[config.mk]
export PLATFORM = sky130hd
export DESIGN_NAME = http_request_line_parser
export DESIGN_NICKNAME = d
export VERILOG_FILES = /design/src/hw/rtl/hrlp_pkg.sv /design/src/hw/rtl/http_request_line_parser.sv /design/src/hw/rtl/hrlp_in_reg.sv /design/src/hw/rtl/hrlp_step.sv /design/src/hw/rtl/hrlp_out_reg.sv
export SDC_FILE = /design/constraint.sdc
export NUM_CORES = 1
export LEC_CHECK = 0
export BUFFER_PORTS_ARGS = -buffer_cell sky130_fd_sc_hd__buf_2
export CORE_MARGIN = 2
export CORE_UTILIZATION = 45
export DETAILED_ROUTE_END_ITERATION = 10
export PLACE_DENSITY = 0.66
export SLEW_MARGIN = 10
export SYNTH_ARGS = -nofsm -noshare
export SYNTH_HDL_FRONTEND = slang
export SYNTH_HIERARCHICAL = 1
export SYNTH_SLANG_ARGS = --single-unit
[constraint.sdc]
create_clock -name clk -period 13.3 [get_ports clk]
set_clock_uncertainty 0.05 [all_clocks]
set_input_delay 2.66 -clock clk [delete_from_list [all_inputs] [get_ports clk]]
set_output_delay 2.66 -clock clk [all_outputs]
set_load 0.05 [all_outputs]
[src/hw/rtl/hrlp_pkg.sv]
// Types, constants and byte-classification functions of the request line parser.
// Used by the top level, the parse step, the result register and the checker; depends on nothing.
`timescale 1ns / 1ps

package hrlp_pkg;

  localparam int MAX_LINE_DEF = 4096;

  localparam logic [2:0] ST_OK             = 3'd0;
  localparam logic [2:0] ST_UNKNOWN_METHOD = 3'd1;
  localparam logic [2:0] ST_ENDS_EARLY     = 3'd2;
  localparam logic [2:0] ST_NOT_HTTP       = 3'd3;
  localparam logic [2:0] ST_BAD_VERSION    = 3'd4;
  localparam logic [2:0] ST_TOO_LONG       = 3'd5;

  localparam logic [7:0] CH_SLASH = 8'h2F;
  localparam logic [7:0] CH_DOT   = 8'h2E;

  typedef enum logic [3:0] {
    PH_SKIP_M,
    PH_METHOD,
    PH_SKIP_U,
    PH_URI,
    PH_SKIP_V,
    PH_PREFIX,
    PH_MAJ_WS,
    PH_MAJOR,
    PH_DOT,
    PH_MIN_WS,
    PH_MINOR,
    PH_DONE
  } phase_t;

  // Names left-justified in 64 bits; character k sits at [8*(7-k) +: 8].
  localparam logic [63:0] METHOD_NAME [8] = '{
    {"OPTIONS", 8'h00},
    {"GET", 40'h0},
    {"HEAD", 32'h0},
    {"POST", 32'h0},
    {"PUT", 40'h0},
    {"DELETE", 16'h0},
    {"TRACE", 24'h0},
    {"CONNECT", 8'h00}
  };
  localparam logic [3:0] METHOD_LEN [8] = '{4'd7, 4'd3, 4'd4, 4'd4, 4'd3, 4'd6, 4'd5, 4'd7};
  localparam logic [31:0] HTTP_WORD = "HTTP";

  typedef struct packed {
    phase_t      phase;
    logic [7:0]  cand;
    logic [3:0]  tidx;
    logic [11:0] uri_begin;
    logic [12:0] uri_count;
    logic [3:0]  pok;
    logic [15:0] major;
    logic [15:0] minor;
  } parse_state_t;

  localparam parse_state_t PARSE_RESET = '{
    phase:     PH_SKIP_M,
    cand:      8'hFF,
    tidx:      4'd0,
    uri_begin: 12'd0,
    uri_count: 13'd0,
    pok:       4'hF,
    major:     16'd0,
    minor:     16'd0
  };

  typedef struct packed {
    logic [2:0]  method_code;
    logic [11:0] uri_offset;
    logic [12:0] uri_bytes;
    logic [15:0] major_version;
    logic [15:0] minor_version;
    logic [2:0]  status;
  } result_t;

  function automatic logic is_space(input logic [7:0] b);
    return (b == 8'h20) || (b >= 8'h09 && b <= 8'h0D);
  endfunction

  function automatic logic is_digit(input logic [7:0] b);
    return (b >= 8'h30) && (b <= 8'h39);
  endfunction

  // Methods whose full name equals the token read so far.
  function automatic logic [7:0] exact_mask(input logic [7:0] cand, input logic [3:0] tidx);
    logic [7:0] m;
    m = '0;
    for (int i = 0; i < 8; i++) begin
      m[i] = cand[i] && (METHOD_LEN[i] == tidx);
    end
    return m;
  endfunction

  // Methods still matching after byte b at position tidx.
  function automatic logic [7:0] match_mask(input logic [7:0] cand, input logic [3:0] tidx,
                                            input logic [7:0] b);
    logic [7:0] m;
    logic [2:0] k;
    m = '0;
    k = tidx[2:0];
    for (int i = 0; i < 8; i++) begin
      m[i] = cand[i] && (tidx < METHOD_LEN[i]) && (METHOD_NAME[i][8*(7-k) +: 8] == b);
    end
    return m;
  endfunction

  function automatic logic [2:0] first_set(input logic [7:0] cand);
    logic [2:0] c;
    c = '0;
    for (int i = 7; i >= 0; i--) begin
      if (cand[i]) c = 3'(i);
    end
    return c;
  endfunction

  function automatic logic [7:0] http_char(input logic [1:0] k);
    return HTTP_WORD[8*(3-k) +: 8];
  endfunction

  // Status for a request that ends with no result given yet.
  function automatic logic [2:0] end_status(input parse_state_t s);
    logic [2:0] r;
    case (s.phase)
      PH_SKIP_M: r = ST_UNKNOWN_METHOD;
      PH_METHOD: r = (exact_mask(s.cand, s.tidx) != 8'h00) ? ST_ENDS_EARLY : ST_UNKNOWN_METHOD;
      PH_SKIP_U, PH_URI, PH_SKIP_V: r = ST_ENDS_EARLY;
      PH_PREFIX: begin
        if (s.tidx == 4'd0) r = ST_ENDS_EARLY;
        else if (s.tidx == 4'd4 && s.pok == 4'hF) r = ST_BAD_VERSION;
        else r = ST_NOT_HTTP;
      end
      PH_MINOR: r = ST_OK;
      default: r = ST_BAD_VERSION;
    endcase
    return r;
  endfunction

endpackage

[src/hw/rtl/http_request_line_parser.sv]
// Top level of the HTTP request line parser: input register, parse step, result register.
// Depends on hrlp_pkg, hrlp_in_reg, hrlp_step and hrlp_out_reg.
//
//   channel  direction  handshake            word
//   in       sink       in_valid/in_stall    data_byte, final_byte
//   out      source     out_valid/out_stall  method_code .. status
//
// One byte per cycle sustained while the result is not stalled; a byte is parsed once it sits in the
// input register and the result register is free, and any result word it yields is on the outputs from that same edge.
// The per-byte step between the input register and the parser state sets the clock rate.
// Reset (rst, synchronous) empties both registers and puts the parser at the request start.
// A stalled result blocks the parse step; one more byte waits in the input register and in_stall is raised.
`timescale 1ns / 1ps

module http_request_line_parser #(
  parameter int MAX_LINE = hrlp_pkg::MAX_LINE_DEF
) (
  input  logic        clk,
  input  logic        rst,
  input  logic        in_valid,
  output logic        in_stall,
  input  logic [7:0]  data_byte,
  input  logic        final_byte,
  output logic        out_valid,
  input  logic        out_stall,
  output logic [2:0]  method_code,
  output logic [11:0] uri_offset,
  output logic [12:0] uri_bytes,
  output logic [15:0] major_version,
  output logic [15:0] minor_version,
  output logic [2:0]  status
);

  logic              held_valid, held_last, advance, out_free, res_valid;
  logic [7:0]        held_byte;
  hrlp_pkg::result_t res, out_res;

  // advance the parser only when the result register can take what it gives
  assign advance = held_valid && out_free;

  hrlp_in_reg u_in (
    .clk        (clk),
    .rst        (rst),
    .in_valid   (in_valid),
    .in_stall   (in_stall),
    .data_byte  (data_byte),
    .final_byte (final_byte),
    .advance    (advance),
    .held_valid (held_valid),
    .held_byte  (held_byte),
    .held_last  (held_last)
  );

  hrlp_step #(
    .MAX_LINE (MAX_LINE)
  ) u_step (
    .clk       (clk),
    .rst       (rst),
    .advance   (advance),
    .byte_in   (held_byte),
    .last_in   (held_last),
    .res_valid (res_valid),
    .res       (res)
  );

  hrlp_out_reg u_out (
    .clk        (clk),
    .rst        (rst),
    .load_valid (advance && res_valid),
    .load_res   (res),
    .free       (out_free),
    .out_valid  (out_valid),
    .out_stall  (out_stall),
    .held       (out_res)
  );

  assign method_code   = out_res.method_code;
  assign uri_offset    = out_res.uri_offset;
  assign uri_bytes     = out_res.uri_bytes;
  assign major_version = out_res.major_version;
  assign minor_version = out_res.minor_version;
  assign status        = out_res.status;

endmodule

[src/hw/rtl/hrlp_in_reg.sv]
// Input register of the request line parser: holds one byte word until the parser takes it.
// Depends on nothing beyond its ports.
`timescale 1ns / 1ps

module hrlp_in_reg (
  input  logic       clk,
  input  logic       rst,
  input  logic       in_valid,
  output logic       in_stall,
  input  logic [7:0] data_byte,
  input  logic       final_byte,
  input  logic       advance,
  output logic       held_valid,
  output logic [7:0] held_byte,
  output logic       held_last
);

  assign in_stall = held_valid && !advance;

  always_ff @(posedge clk) begin
    if (rst) begin
      held_valid <= 1'b0;
    end else if (!in_stall) begin
      held_valid <= in_valid;
    end
  end

  always_ff @(posedge clk) begin
    if (!in_stall) begin
      held_byte <= data_byte;
      held_last <= final_byte;
    end
  end

endmodule

[src/hw/rtl/hrlp_step.sv]
// Parser state register and the one-byte step logic of the request line parser.
// Depends on hrlp_pkg for the state and result types and the byte tables.
`timescale 1ns / 1ps

module hrlp_step #(
  parameter int MAX_LINE = hrlp_pkg::MAX_LINE_DEF
) (
  input  logic              clk,
  input  logic              rst,
  input  logic              advance,
  input  logic [7:0]        byte_in,
  input  logic              last_in,
  output logic              res_valid,
  output hrlp_pkg::result_t res
);

  localparam int PW = $clog2(MAX_LINE + 1);

  hrlp_pkg::parse_state_t st, st_next, s;
  logic [PW-1:0]          pos, pos_next, pos_inc;
  hrlp_pkg::phase_t       ph;
  logic                   sp, dig, hit, too_long, ovf;
  logic [2:0]             status;
  logic [7:0]             m;
  logic [15:0]            acc;
  logic [19:0]            sum;
  logic [31:0]            pos_wide;

  assign sp       = hrlp_pkg::is_space(byte_in);
  assign dig      = hrlp_pkg::is_digit(byte_in);
  assign too_long = pos >= PW'(MAX_LINE);
  assign pos_wide = 32'(pos);

  // One decimal digit step on whichever number is being read.
  assign acc = (st.phase == hrlp_pkg::PH_MINOR) ? st.minor : st.major;
  assign sum = {1'b0, acc, 3'b000} + {3'b000, acc, 1'b0} + {16'h0000, byte_in[3:0]};
  assign ovf = |sum[19:16];

  always_comb begin
    ph = st.phase;
    if (ph == hrlp_pkg::PH_SKIP_M && !sp) ph = hrlp_pkg::PH_METHOD;
    if (ph == hrlp_pkg::PH_SKIP_V && !sp) ph = hrlp_pkg::PH_PREFIX;
    s       = st;
    s.phase = ph;
    hit     = 1'b0;
    status  = hrlp_pkg::ST_OK;
    pos_inc = pos;
    m       = '0;
    if (st.phase != hrlp_pkg::PH_DONE) begin
      if (too_long) begin
        s      = st;
        hit    = 1'b1;
        status = hrlp_pkg::ST_TOO_LONG;
      end else begin
        pos_inc = pos + PW'(1);
        case (ph)
          hrlp_pkg::PH_METHOD: begin
            if (sp) begin
              m = hrlp_pkg::exact_mask(st.cand, st.tidx);
              if (m == 8'h00) begin
                hit    = 1'b1;
                status = hrlp_pkg::ST_UNKNOWN_METHOD;
              end else begin
                s.cand  = m;
                s.phase = hrlp_pkg::PH_SKIP_U;
              end
            end else begin
              m      = hrlp_pkg::match_mask(st.cand, st.tidx, byte_in);
              s.cand = m;
              if (st.tidx != 4'hF) s.tidx = st.tidx + 4'd1;
              if (m == 8'h00) begin
                hit    = 1'b1;
                status = hrlp_pkg::ST_UNKNOWN_METHOD;
              end
            end
          end
          hrlp_pkg::PH_SKIP_U: begin
            if (!sp) begin
              s.uri_begin = pos_wide[11:0];
              s.uri_count = 13'd1;
              s.phase     = hrlp_pkg::PH_URI;
            end
          end
          hrlp_pkg::PH_URI: begin
            if (sp) begin
              s.phase = hrlp_pkg::PH_SKIP_V;
              s.tidx  = 4'd0;
              s.pok   = 4'hF;
            end else begin
              s.uri_count = st.uri_count + 13'd1;
            end
          end
          hrlp_pkg::PH_PREFIX: begin
            if (byte_in == hrlp_pkg::CH_SLASH) begin
              if (st.tidx == 4'd4 && st.pok == 4'hF) begin
                s.phase = hrlp_pkg::PH_MAJ_WS;
              end else begin
                hit    = 1'b1;
                status = hrlp_pkg::ST_NOT_HTTP;
              end
            end else if (st.tidx >= 4'd4) begin
              hit    = 1'b1;
              status = hrlp_pkg::ST_ENDS_EARLY;
            end else begin
              if (hrlp_pkg::http_char(st.tidx[1:0]) != byte_in) begin
                s.pok[st.tidx[1:0]] = 1'b0;
              end
              s.tidx = st.tidx + 4'd1;
            end
          end
          hrlp_pkg::PH_MAJ_WS, hrlp_pkg::PH_MIN_WS: begin
            if (!sp) begin
              if (!dig) begin
                hit    = 1'b1;
                status = hrlp_pkg::ST_BAD_VERSION;
              end else if (ph == hrlp_pkg::PH_MAJ_WS) begin
                s.major = {12'h000, byte_in[3:0]};
                s.phase = hrlp_pkg::PH_MAJOR;
              end else begin
                s.minor = {12'h000, byte_in[3:0]};
                s.phase = hrlp_pkg::PH_MINOR;
              end
            end
          end
          hrlp_pkg::PH_MAJOR: begin
            if (dig) begin
              if (ovf) begin
                hit    = 1'b1;
                status = hrlp_pkg::ST_BAD_VERSION;
              end else begin
                s.major = sum[15:0];
              end
            end else if (byte_in == hrlp_pkg::CH_DOT) begin
              s.phase = hrlp_pkg::PH_MIN_WS;
            end else if (sp) begin
              s.phase = hrlp_pkg::PH_DOT;
            end else begin
              hit    = 1'b1;
              status = hrlp_pkg::ST_BAD_VERSION;
            end
          end
          hrlp_pkg::PH_DOT: begin
            if (!sp) begin
              if (byte_in == hrlp_pkg::CH_DOT) begin
                s.phase = hrlp_pkg::PH_MIN_WS;
              end else begin
                hit    = 1'b1;
                status = hrlp_pkg::ST_BAD_VERSION;
              end
            end
          end
          hrlp_pkg::PH_MINOR: begin
            hit = 1'b1;
            if (dig) begin
              if (ovf) begin
                status = hrlp_pkg::ST_BAD_VERSION;
              end else begin
                hit     = 1'b0;
                s.minor = sum[15:0];
              end
            end else begin
              status = hrlp_pkg::ST_OK;
            end
          end
          default: begin
            // whitespace before the method or the version: nothing to record
          end
        endcase
      end
      if (!hit && last_in) begin
        hit    = 1'b1;
        status = hrlp_pkg::end_status(s);
      end
    end
  end

  always_comb begin
    res.method_code   = (s.phase >= hrlp_pkg::PH_SKIP_U) ? hrlp_pkg::first_set(s.cand) : 3'd0;
    res.uri_offset    = s.uri_begin;
    res.uri_bytes     = s.uri_count;
    res.major_version = s.major;
    res.minor_version = s.minor;
    res.status        = status;
    res_valid         = hit;
  end

  always_comb begin
    st_next  = s;
    pos_next = pos_inc;
    if (hit) st_next.phase = hrlp_pkg::PH_DONE;
    // the last-byte mark returns the parser to its idle state
    if (last_in) begin
      st_next  = hrlp_pkg::PARSE_RESET;
      pos_next = '0;
    end
  end

  always_ff @(posedge clk) begin
    if (rst) begin
      st  <= hrlp_pkg::PARSE_RESET;
      pos <= '0;
    end else if (advance) begin
      st  <= st_next;
      pos <= pos_next;
    end
  end

endmodule

[src/hw/rtl/hrlp_out_reg.sv]
// Result register of the request line parser: holds one result word until it is taken.
// Depends on hrlp_pkg for the result type.
`timescale 1ns / 1ps

module hrlp_out_reg (
  input  logic              clk,
  input  logic              rst,
  input  logic              load_valid,
  input  hrlp_pkg::result_t load_res,
  output logic              free,
  output logic              out_valid,
  input  logic              out_stall,
  output hrlp_pkg::result_t held
);

  assign free = !out_valid || !out_stall;

  always_ff @(posedge clk) begin
    if (rst) begin
      out_valid <= 1'b0;
    end else if (free) begin
      out_valid <= load_valid;
    end
  end

  always_ff @(posedge clk) begin
    if (free && load_valid) begin
      held <= load_res;
    end
  end

endmodule

# ---- Word-level counts from Yosys, hierarchy flattened
# Cells that the tools add are included.
dict set report totals {
  register_bits 164
  latch_bits 0
  ram_bits 0
  romBits 0
  n_memories 0
}
dict set report op_classes {
  add_sub_neg 7
  multipliers 0
  div 0
  n_lt_le_gt_ge 14
  n_eq_ne 46
  shifts 9
  n_mux 104
  n_bitwise 3
  reduce_logical 66
}
# operator count
set ops {}
lappend ops {{64-bit by 33-bit variable part select with 8-bit output, first input constant} 8}
lappend ops {{77-bit two-way mux} 4}
lappend ops {{16-bit two-way mux} 7}
lappend ops {{4-bit two-way mux} 25}
lappend ops {{8-bit equality test} 8}
lappend ops {{32-bit two-way mux} 2}
lappend ops {{16-bit one-hot mux with 2 select lines} 2}
lappend ops {{3-bit two-way mux} 18}
lappend ops {{13-bit two-way mux} 4}
lappend ops {{1-bit logical AND} 44}
lappend ops {{32-bit by 33-bit variable part select with 8-bit output, first input constant} 1}
lappend ops {{3-bit by 4-bit equality test with 1-bit output, first input constant} 8}
lappend ops {{4-bit by 3-bit equality test with 1-bit output, second input constant} 8}
lappend ops {{4-bit equality test, second input constant} 7}
lappend ops {{4-bit one-hot mux with 7 select lines} 1}
lappend ops {{13-bit by 1-bit adder with 13-bit output, second input constant} 2}
lappend ops {{13-bit one-hot mux with 2 select lines} 1}
lappend ops {{25-bit two-way mux} 1}
lappend ops {{8-bit by 6-bit equality test with 1-bit output, second input constant} 3}
lappend ops {{1-bit two-way mux} 24}
lappend ops {{12-bit two-way mux} 2}
lappend ops {{19-bit by 17-bit adder with 20-bit output} 1}
lappend ops {{20-bit by 4-bit adder with 20-bit output} 1}
lappend ops {{3-bit one-hot mux with 6 select lines} 1}
lappend ops {{other kinds (42)} 66}

# ---- Logic depth before layout (Yosys ltp)
# Gate-level depths: netlist of the first run.
dict set report logic_depth {
  ltp_word 24
  mapped_depth 21
  mapped_depth_nobuf 19
}

# ---- Modules after synthesis
# Netlist of the first run, hierarchy kept.
# module instances cells_per_inst area_per_inst_um2
set modules_own_cells {}
lappend modules_own_cells {hrlp_step 1 1041 7711.1}
lappend modules_own_cells {hrlp_out_reg 1 68 1930.6}
lappend modules_own_cells {hrlp_in_reg 1 14 320.3}
lappend modules_own_cells {http_request_line_parser 1 2 12.5}

# ---- Worst setup path after synthesis of the first run
# OpenSTA, ideal clock, no wires.
dict set report synth_timing {
  kind {reg-to-reg}
  from {register u_step/st[76] in the netlist's numbering}
  to {register u_out/held[0] in the netlist's numbering, enable pin}
  setup_ps 428
  arrival_ps 5811
  required_ps 12822
  setup_slack_ps 7011
  stages_incl_launch_ff 19
  path_buffers 3
  synth_period_minus_slack_ps 6289
  path_cell_list {dfxtp_1 -> clkbuf_1 -> buf_1 -> nand3_1 -> clkbuf_1 -> nand2_1 -> nand2_1 -> fa_1 -> fa_1 -> a211oi_1 -> nor2_1 -> o31a_1 -> a31o_2 -> o211a_1 -> o211ai_1 -> nor2_1 -> a21oi_1 -> and3_1 -> and2_1}
}
dict set report synth_via {
  elab_chain_cells 17
  word_cells_on_any_way 32
}
# element line
set synth_rtl {}
lappend synth_rtl {{start: declaration} hrlp_step.sv:19} ;# hrlp_pkg::parse_state_t st, st_next, s;
lappend synth_rtl {{start signal: assignment} hrlp_step.sv:200} ;# st <= hrlp_pkg::PARSE_RESET;
lappend synth_rtl {{start signal: assignment} hrlp_step.sv:203} ;# st <= st_next;
lappend synth_rtl {{parallel branches: the longest is 14 deep, another holds 19-bit by 17-bit adder with 20-bit output} n/a}
lappend synth_rtl {{1-bit two-way mux *} hrlp_step.sv:49} ;# if (st.phase != hrlp_pkg::PH_DONE) begin
lappend synth_rtl {{named net res_valid} http_request_line_parser.sv:34} ;# logic held_valid, held_last, advance, out_free, res_valid;
lappend synth_rtl {{1-bit logical AND *} http_request_line_parser.sv:69} ;# .load_valid (advance && res_valid),
lappend synth_rtl {{1-bit logical AND *} hrlp_out_reg.sv:27} ;# if (free && load_valid) begin
lappend synth_rtl {{end signal: assignment} hrlp_out_reg.sv:28} ;# held <= load_res;
lappend synth_rtl {{end: declaration} hrlp_out_reg.sv:13} ;# output hrlp_pkg::result_t held
# Mark *: on every way through the listed nets, which the timed path passes. The select of a mux whose other input is x is not followed.
# A chain may end at the register's enable or synchronous reset.

# ---- Final worst setup path of the first run
dict set report layout_timing {
  from {input port out_stall}
  to {output port in_stall}
}
dict set report layout_via {
  elab_chain_cells 5
}
# element line
set layout_rtl {}
lappend layout_rtl {{start: declaration} http_request_line_parser.sv:25} ;# input logic out_stall,
lappend layout_rtl {{1-bit logical NOT} hrlp_out_reg.sv:16} ;# assign free = !out_valid || !out_stall;
lappend layout_rtl {{1-bit logical OR} hrlp_out_reg.sv:16}
lappend layout_rtl {{named net out_free} http_request_line_parser.sv:34}
lappend layout_rtl {{1-bit logical AND} http_request_line_parser.sv:39} ;# assign advance = held_valid && out_free;
lappend layout_rtl {{named net advance} http_request_line_parser.sv:34}
lappend layout_rtl {{1-bit logical NOT} hrlp_in_reg.sv:18} ;# assign in_stall = held_valid && !advance;
lappend layout_rtl {{1-bit logical AND} hrlp_in_reg.sv:18}
lappend layout_rtl {{end: declaration} http_request_line_parser.sv:21} ;# output logic in_stall,
# The timed path passes the listed nets, and every way through them passes these cells.

==> results of run 1 <==
layout make-up:
class	instances	area share
Clock buffer	18	0.03876
Clock inverter	14	0.01243
Inverter	27	0.009153
Multi-Input combinational cell	866	0.5055
Sequential cell	164	0.3616
Tap cell	280	0.03164
Timing Repair Buffer	86	0.04090
worst max path at each step:
stage	startpoint	to	slack, ns	cells after the start
floorplan	u_step/st[76]	u_out/held[0]	7.01	18
global placement	out_stall	in_stall	6.51	6
detailed placement	out_stall	in_stall	6.49	6
CTS	out_stall	in_stall	6.50	6
global route	u_step/st[74]	u_out/held[45]	6.01	17
finish	out_stall	in_stall	6.46	6
critical path, cell delays in order:
cell	delay, ns
buf_2	0.10
nand2_1	0.08
and2_1	0.66
nand2b_4	0.37
inv_1	0.05
buf_2	0.21
Yosys cell counts, drive strengths merged, types with 4 or more instances:
library cell,n
and2,4
xor2,14
xnor2,14
a22oi,36
a31o,7
nor4b,4
a21oi,52
mux2,14
o21ai,76
o2bb2ai,7
edfxtp,72
or2,7
a2111oi,4
ha,41
or3,10
nand4,16
inv,24
a31oi,12
mux2i,7
nand2,133
nor3,35
a22o,47
o31ai,7
o211ai,12
nor4,11
dfxtp,92
or4,4
a221oi,4
a21o,18
o22ai,4
and4,4
nand3,31
a211oi,10
nor2b,8
nand2b,14
nor2,114
clkbuf,61
and3,16
buf,7
sequential cells by signal, indices dropped and copies added (netlist names):
| signal | cells |
|---|---|
| u_in/held_byte | 8 |
| u_in/held_last | 1 |
| u_in/held_valid | 1 |
| u_out/held | 63 |
| u_out/out_valid | 1 |
| u_step/pos | 13 |
| u_step/st | 77 |
metal layers:
layer / vias up / track usage / routed length [um]
met5: - / 0 / 0
met4: 0 / 0.07496 / 563
met3: 45 / 0.03941 / 2253
met2: 385 / 0.3346 / 11480
met1: 4295 / 0.3442 / 13080
li1: 4316 / - / -
kinds of logic after synthesis:
kind of cell    Yosys count  synth area share
simple gates            433            0.2143
compound gates          340            0.2417
flops                   164            0.4014
buf+inv                  95           0.03751
fa+ha+maj                43           0.05544
xor+xnor                 28           0.02459
mux                      22           0.02509
cells in the final DEF (no fill, tap or decap), types with 5 or more instances in the layout:
cell	instances
nand2b_1	13
buf_2	77
xnor2_1	14
nand4_1	16
o211ai_1	11
or2_2	5
o31ai_1	7
edfxtp_1	72
o2bb2ai_1	7
a31oi_1	11
buf_4	9
and3_1	16
a21o_1	18
nand3_1	31
mux2_2	14
nor4_1	10
nor2b_1	8
or3_1	10
a21oi_1	49
ha_1	41
nand2_1	133
mux2i_1	7
a211oi_1	10
inv_1	24
nor2_1	113
o21ai_0	73
inv_6	6
a22o_1	47
a22oi_1	36
dfxtp_1	92
xor2_1	14
nor3_1	33
clkbuf_16	17
power by group:
| group | leakage, nW | total [W] | internal (W) | switching (W) |
|---|---|---|---|---|
| clock | 0.264 | 0.000481 | 0.000248 | 0.000233 |
| sequential | 1.42 | 0.000574 | 0.000550 | 0.0000246 |
| combinational | 2.60 | 0.000212 | 0.0000573 | 0.000155 |
| total | 4.29 | 0.00127 | 0.000855 | 0.000413 |
per-stage QoR:
| step | hold WS, ns | power (W) | setup slack, ns | cell area (um2) |
|---|---|---|---|---|
| after floorplan | 0.3986 | 0.0007410 | 7.011 | 9975 |
| after global placement | 0.4237 | 0.0007924 | 6.509 | 10510 |
| after detailed placement | 0.4268 | 0.0007946 | 6.491 | 10510 |
| after CTS | 0.4395 | 0.001272 | 6.502 | 11070 |
| final | 0.4405 | 0.001267 | 6.465 | 11070 |
| after global routing | 0.4468 | 0.001310 | 6.009 | 11070 |
==> impl_results.md, run 1 <==
* Mean area per synthesized cell at just under 9 um2
* Synthesized instance count at 1125
* CTS max path bufs at 2
* Post-DRT Antenna Nets at 0
* Setup TNS at 0 ns
* RSZ-0062 raised after global routing: no
* CP startpoint kind: primary input
* Core Util, Final at 0.5074
* Fin cells at approximately 1500
* Initial antenna violation count at 0
* Initial Util at 0.4571
* Status: complete, no violations
* Cell taking the most area after synthesis: edfxtp_1
* Area growth syn-to-layout at 11.01%
* RD Place Congestion at 0.9599
* Arrival time worst endpoint at 4.13 ns
* Number of global-route vias before repair at about 8100
* DRT Pass-1 Iters at 6
* HPWL Detailed at between 15000 and 20000 um
* DR vias at roughly 9000
* CTS clk-pin slew, worst paths at around 0.07 ns
* Distinct cells, synth at 96
* Drt via density at 6.214
* Worst reg2reg path endpoint: u_out/held[47]
* Port Buffer Count at a little under 80
* Dpl cells at around 1400
* Power Dens Cells at 114.5 nW/um2
* Wire length per cell at ~19 um
* IO Pins at 78
* Max Slew Vio Count at 0
* Number of clock sinks at around 160
* H-tree level count at 4
* Starting DRT DRC Count at 979
* Count of final hold-check violations at 0
* Hold_buf cts at 0
* Num CTS Buffers at 17
* Setup crit end kind: primary output
* Mapped Area at approximately 10000 um2
* RR Startpoint: u_step/st[74]
* YS warnings at 6
* Hold Path End: u_step/st[13]
* # nets final at ~1200
* Post-CTS Setup Bufs at 0
* Worst-Skew Late Latency at between 0.4 and 0.5 ns
* Yosys reg bits at roughly 160
* Fmax at roughly 150 MHz
* Worst slew pin tran at around 1.3 ns
* Chip width at 152.9 um
* WS Path Type: in2out
* Top cells by area, synth: edfxtp_1 22%, dfxtp_1 18%, ha_1 5.1%, nand2_1 5.0%, nor2_1 4.3%
* Worst R2R Setup Slack at between 6 and 7 ns
* Register area at 4004 um2
* DR DRC count at 0
* MaxCap Viol Count at 0
* Crit path time final at a little under 7 ns
* Syn nets at approximately 1200
* VDD IR max at about 0.000095 V
* Site row count at 54
* Total grt overflow at 0
* Pleak at approximately 4.3 nW
* CTS tree: yes
* Die area at between 20000 and 25000 um2
* Post-cts sizing count at 0
* Reg2reg path depth at 17
* Share of layout cells above drive strength 1 at 0.1370
* Dominant synthesized flop cell: dfxtp_1
* ANT cells at 0
* Number of synthesized flops with an enable pin at about 70
* First-pass GRT wire length at ~44000 um
* Tightest Hold Check Type: reg2reg
* Headroom to the max-slew limit at 0.1579
* Final WL at 27370 um
* Final cycle utilization of the critical path at 0.5139
* Worst EP required at ~11 ns
* Multi-input gate area at ~5600 um2
* Endpoints failing setup at 0
* Gr usage total at 0.2294
* Die height at about 150 um
* Share of the synthesized area in the top cell type at 0.2168
* Fillcell total at around 2100
* CTS Root Cell: clkbuf_16
* WHS Path Cells at 1
* CP max FO at 21
* Hold path startpoint: u_step/st[13]
* Seq/Total Area, Yosys at 0.4014
* Core footprint at 21820 um2
* Share of flip-flops with an asynchronous set or reset at 0
* Pin count of the biggest net entering global routing at 64
Power figures use the tool's default switching activity.
==> run 2: changes to the inputs <==
- PLACE_DENSITY: 0.66 -> 0.68
- clock period: 13.3 -> 6.2 ns (I/O delays scaled with it)
==> run 2 against run 1 <==
  * Core utilization grew 0.68 points
  * Sequential share of layout area is 0.48 points lower
  * Cell area increased by 1.3%
  * Register-to-register slack worse by 5.6 ns
  * Sequential power is 110% higher
  * Highest routed layer unchanged
==> impl_results.md, run 2 (synthesized netlist as in run 1, its figures left out) <==
* Core footprint at 21820 um2 (unchanged)
* CP startpoint kind: flip-flop
* DR vias at 9141 (+1.1%)
* Worst EP required at 6.31 ns (-4.28 ns)
* Largest Register: u_step/st
* CTS clk-pin slew, worst paths at 0.07 ns (about the same)
* Count of final hold-check violations at 0 (unchanged)
* Biggest registers after layout: u_step/st (77), u_out/held (63), u_step/pos (13)
* Crit path time final at about 5.4 ns
* Status: complete, no violations
* Initial antenna violation count at 0 (unchanged)
* Initial Util at 0.4571 (unchanged)
* Reg2reg path depth at 18 (+1)
* Final Cell Area at 11220 um2 (+1.3%)
* Most frequent cells in the layout: 133 x nand2_1, 113 x nor2_1, 92 x dfxtp_1, 77 x buf_2, 73 x o21ai_0
* Site row count at 54 (unchanged)
* ANT cells at 0 (unchanged)
* Post-route setup slack at 0.8411 ns (-5.624 ns)
* Placed Area at 10630 um2 (+1.2%)
* H-tree level count at 4 (unchanged)
* Worst slew pin tran at 0.9792 ns (-0.2743 ns)
* Worst R2R Setup Slack at 0.84 ns (-5.64 ns)
* Port Buffer Count at 77 (unchanged)
* CTS max path bufs at 2 (unchanged)
* RD Place Congestion at 0.9578 (-0.22%)
* Gr usage total at 0.2362 (+0.006846)
* Area growth syn-to-layout at 12.49%
* IO Pins at 78 (unchanged)
* Post-CTS Setup Bufs at 0 (unchanged)
* Pin count of the biggest net entering global routing at 52 (-19%)
* Drt via density at 6.218 (about the same)
* Max FFs per register at 77 (unchanged)
* Top cell family by delay on the critical path: compound AO/OA/AOI/OAI gates
* CP Buf/Inv Count at 2 (-1)
* Max Slew Vio Count at 0 (unchanged)
* CTS Root Cell: clkbuf_16
* Number of global-route vias before repair at 8265 (+2.7%)
* Slowest stage delay, CP at 0.67 ns (about the same)
* Cells along the critical path: and4bb_2, buf_4, nand2_1, nand2_1, ha_1, ha_1, a2111oi_0, o21ai_0, a32oi_1, nor4bb_1, a311oi_1, o211a_1, o211ai_1, nor2_1, a21oi_1, and3_1, and2_2, buf_12
* Num CTS Buffers at 17 (unchanged)
* HPWL Detailed at 19540 um (+5.1%)
* Power Dens Cells at 246.4 nW/um2 (+120%)
* # nets final at 1233 (+1.2%)
* DRT Pass-1 Iters at 6 (unchanged)
* Number of clock sinks at 164 (unchanged)
* WHS Path Cells at 1 (unchanged)
* Pleak at 4.383 nW (+2.2%)
* Starting DRT DRC Count at 912 (-6.8%)
* Die area at 23370 um2 (unchanged)
* First-pass GRT wire length at 44710 um (+2.4%)
* Setup crit end kind: flip-flop
* Share of layout cells above drive strength 1 at 0.1479 (+0.01088)
* Setup WS pre-CTS at 0.9234 ns (-5.568 ns)
* RSZ-0062 raised after global routing: no
* Endpoints failing setup at 0 (unchanged)
* Slowest library cell on the worst path: dfxtp_1
* Tightest Hold Check Type: reg2reg
* Setup TNS at 0 ns (unchanged)
* Final cycle utilization of the critical path at 0.8643
* CTS tree: yes
* Commonest non-fill, non-tap cell in the layout: nand2_1
* CP max FO at 51 (+140%)
* Fmax at ~190 MHz
* Post-cts sizing count at 0 (unchanged)
* Die height at 152.9 um (unchanged)
* Wire length per cell at 19.07 um (+1.4%)
* DR DRC count at 0 (unchanged)
* Headroom to the max-slew limit at 0.3412 (+0.1832)
* Hold_buf cts at 0 (unchanged)
* Total grt overflow at 0 (unchanged)
* VDD IR max at 0.0001864 V (+95%)
* WS Path Type: reg2reg
* Post-DRT Antenna Nets at 0 (unchanged)
* Chip width at 152.9 um (unchanged)
* Arrival time worst endpoint at 5.47 ns (+1.34 ns)
* Final WL at 28040 um (+2.4%)
* MaxCap Viol Count at 0 (unchanged)
* Worst-Skew Late Latency at 0.44 ns (about the same)
* CP Depth at 18 (+12)
run 2: changes by cell type in the layout (fill, tap and decap cells not counted):
cell | previous run | this run
buf_12 | 0 | 1
buf_4 | 9 | 23
bufinv_16 | 0 | 1
clkinv_4 | 0 | 1
clkinv_8 | 2 | 1
clkinvlp_4 | 4 | 3
inv_6 | 6 | 3
inv_8 | 2 | 5
run 2: area by class of cell:
class	instances	area [um2]
Fill cell	2051	10600
Multi-Input combinational cell	866	5598
Sequential cell	164	4004
Timing Repair Buffer	101	578.1
Clock buffer	18	429.2
Tap cell	280	350.3
Clock inverter	14	160.2
Inverter	27	101.3
run 2: routing by layer:
| layer | vias to the layer above | global-route usage | wire [um] |
|---|---|---|---|
| met1 | 4382 | 0.3457 | 13130 |
| met2 | 394 | 0.3523 | 12400 |
| li1 | 4333 | - | - |
| met3 | 32 | 0.05274 | 2143 |
| met5 | - | 0 | 0 |
| met4 | 0 | 0.06437 | 365 |
run 2: final timing paths:
path / from / to
worst max-delay path: u_step/st[73] / u_out/held[50]
worst min-delay path: u_step/st[13] / u_step/st[13]
worst min register to register: u_step/st[13] / u_step/st[13]
worst max register to register: u_step/st[73] / u_out/held[50]
run 2: power by group:
part / internal (W) / switching (W)
combinational: 0.000131 / 0.000342
sequential: 0.00118 / 0.0000474
clock: 0.000574 / 0.000491
run 2: per-stage QoR:
| stage | util | hold slack, ns | power (W) | cells |
|---|---|---|---|---|
| after floorplan | - | 0.3986 | 0.001589 | 1125 |
| after global placement | 0.4872 | 0.4117 | 0.001709 | 1438 |
| after detailed placement | 0.4872 | 0.4240 | 0.001714 | 1438 |
| after CTS | 0.5142 | 0.4365 | 0.002781 | 1470 |
| after global routing | 0.5142 | 0.4503 | 0.002872 | 1470 |
| final | 0.5142 | 0.4406 | 0.002764 | 1470 |
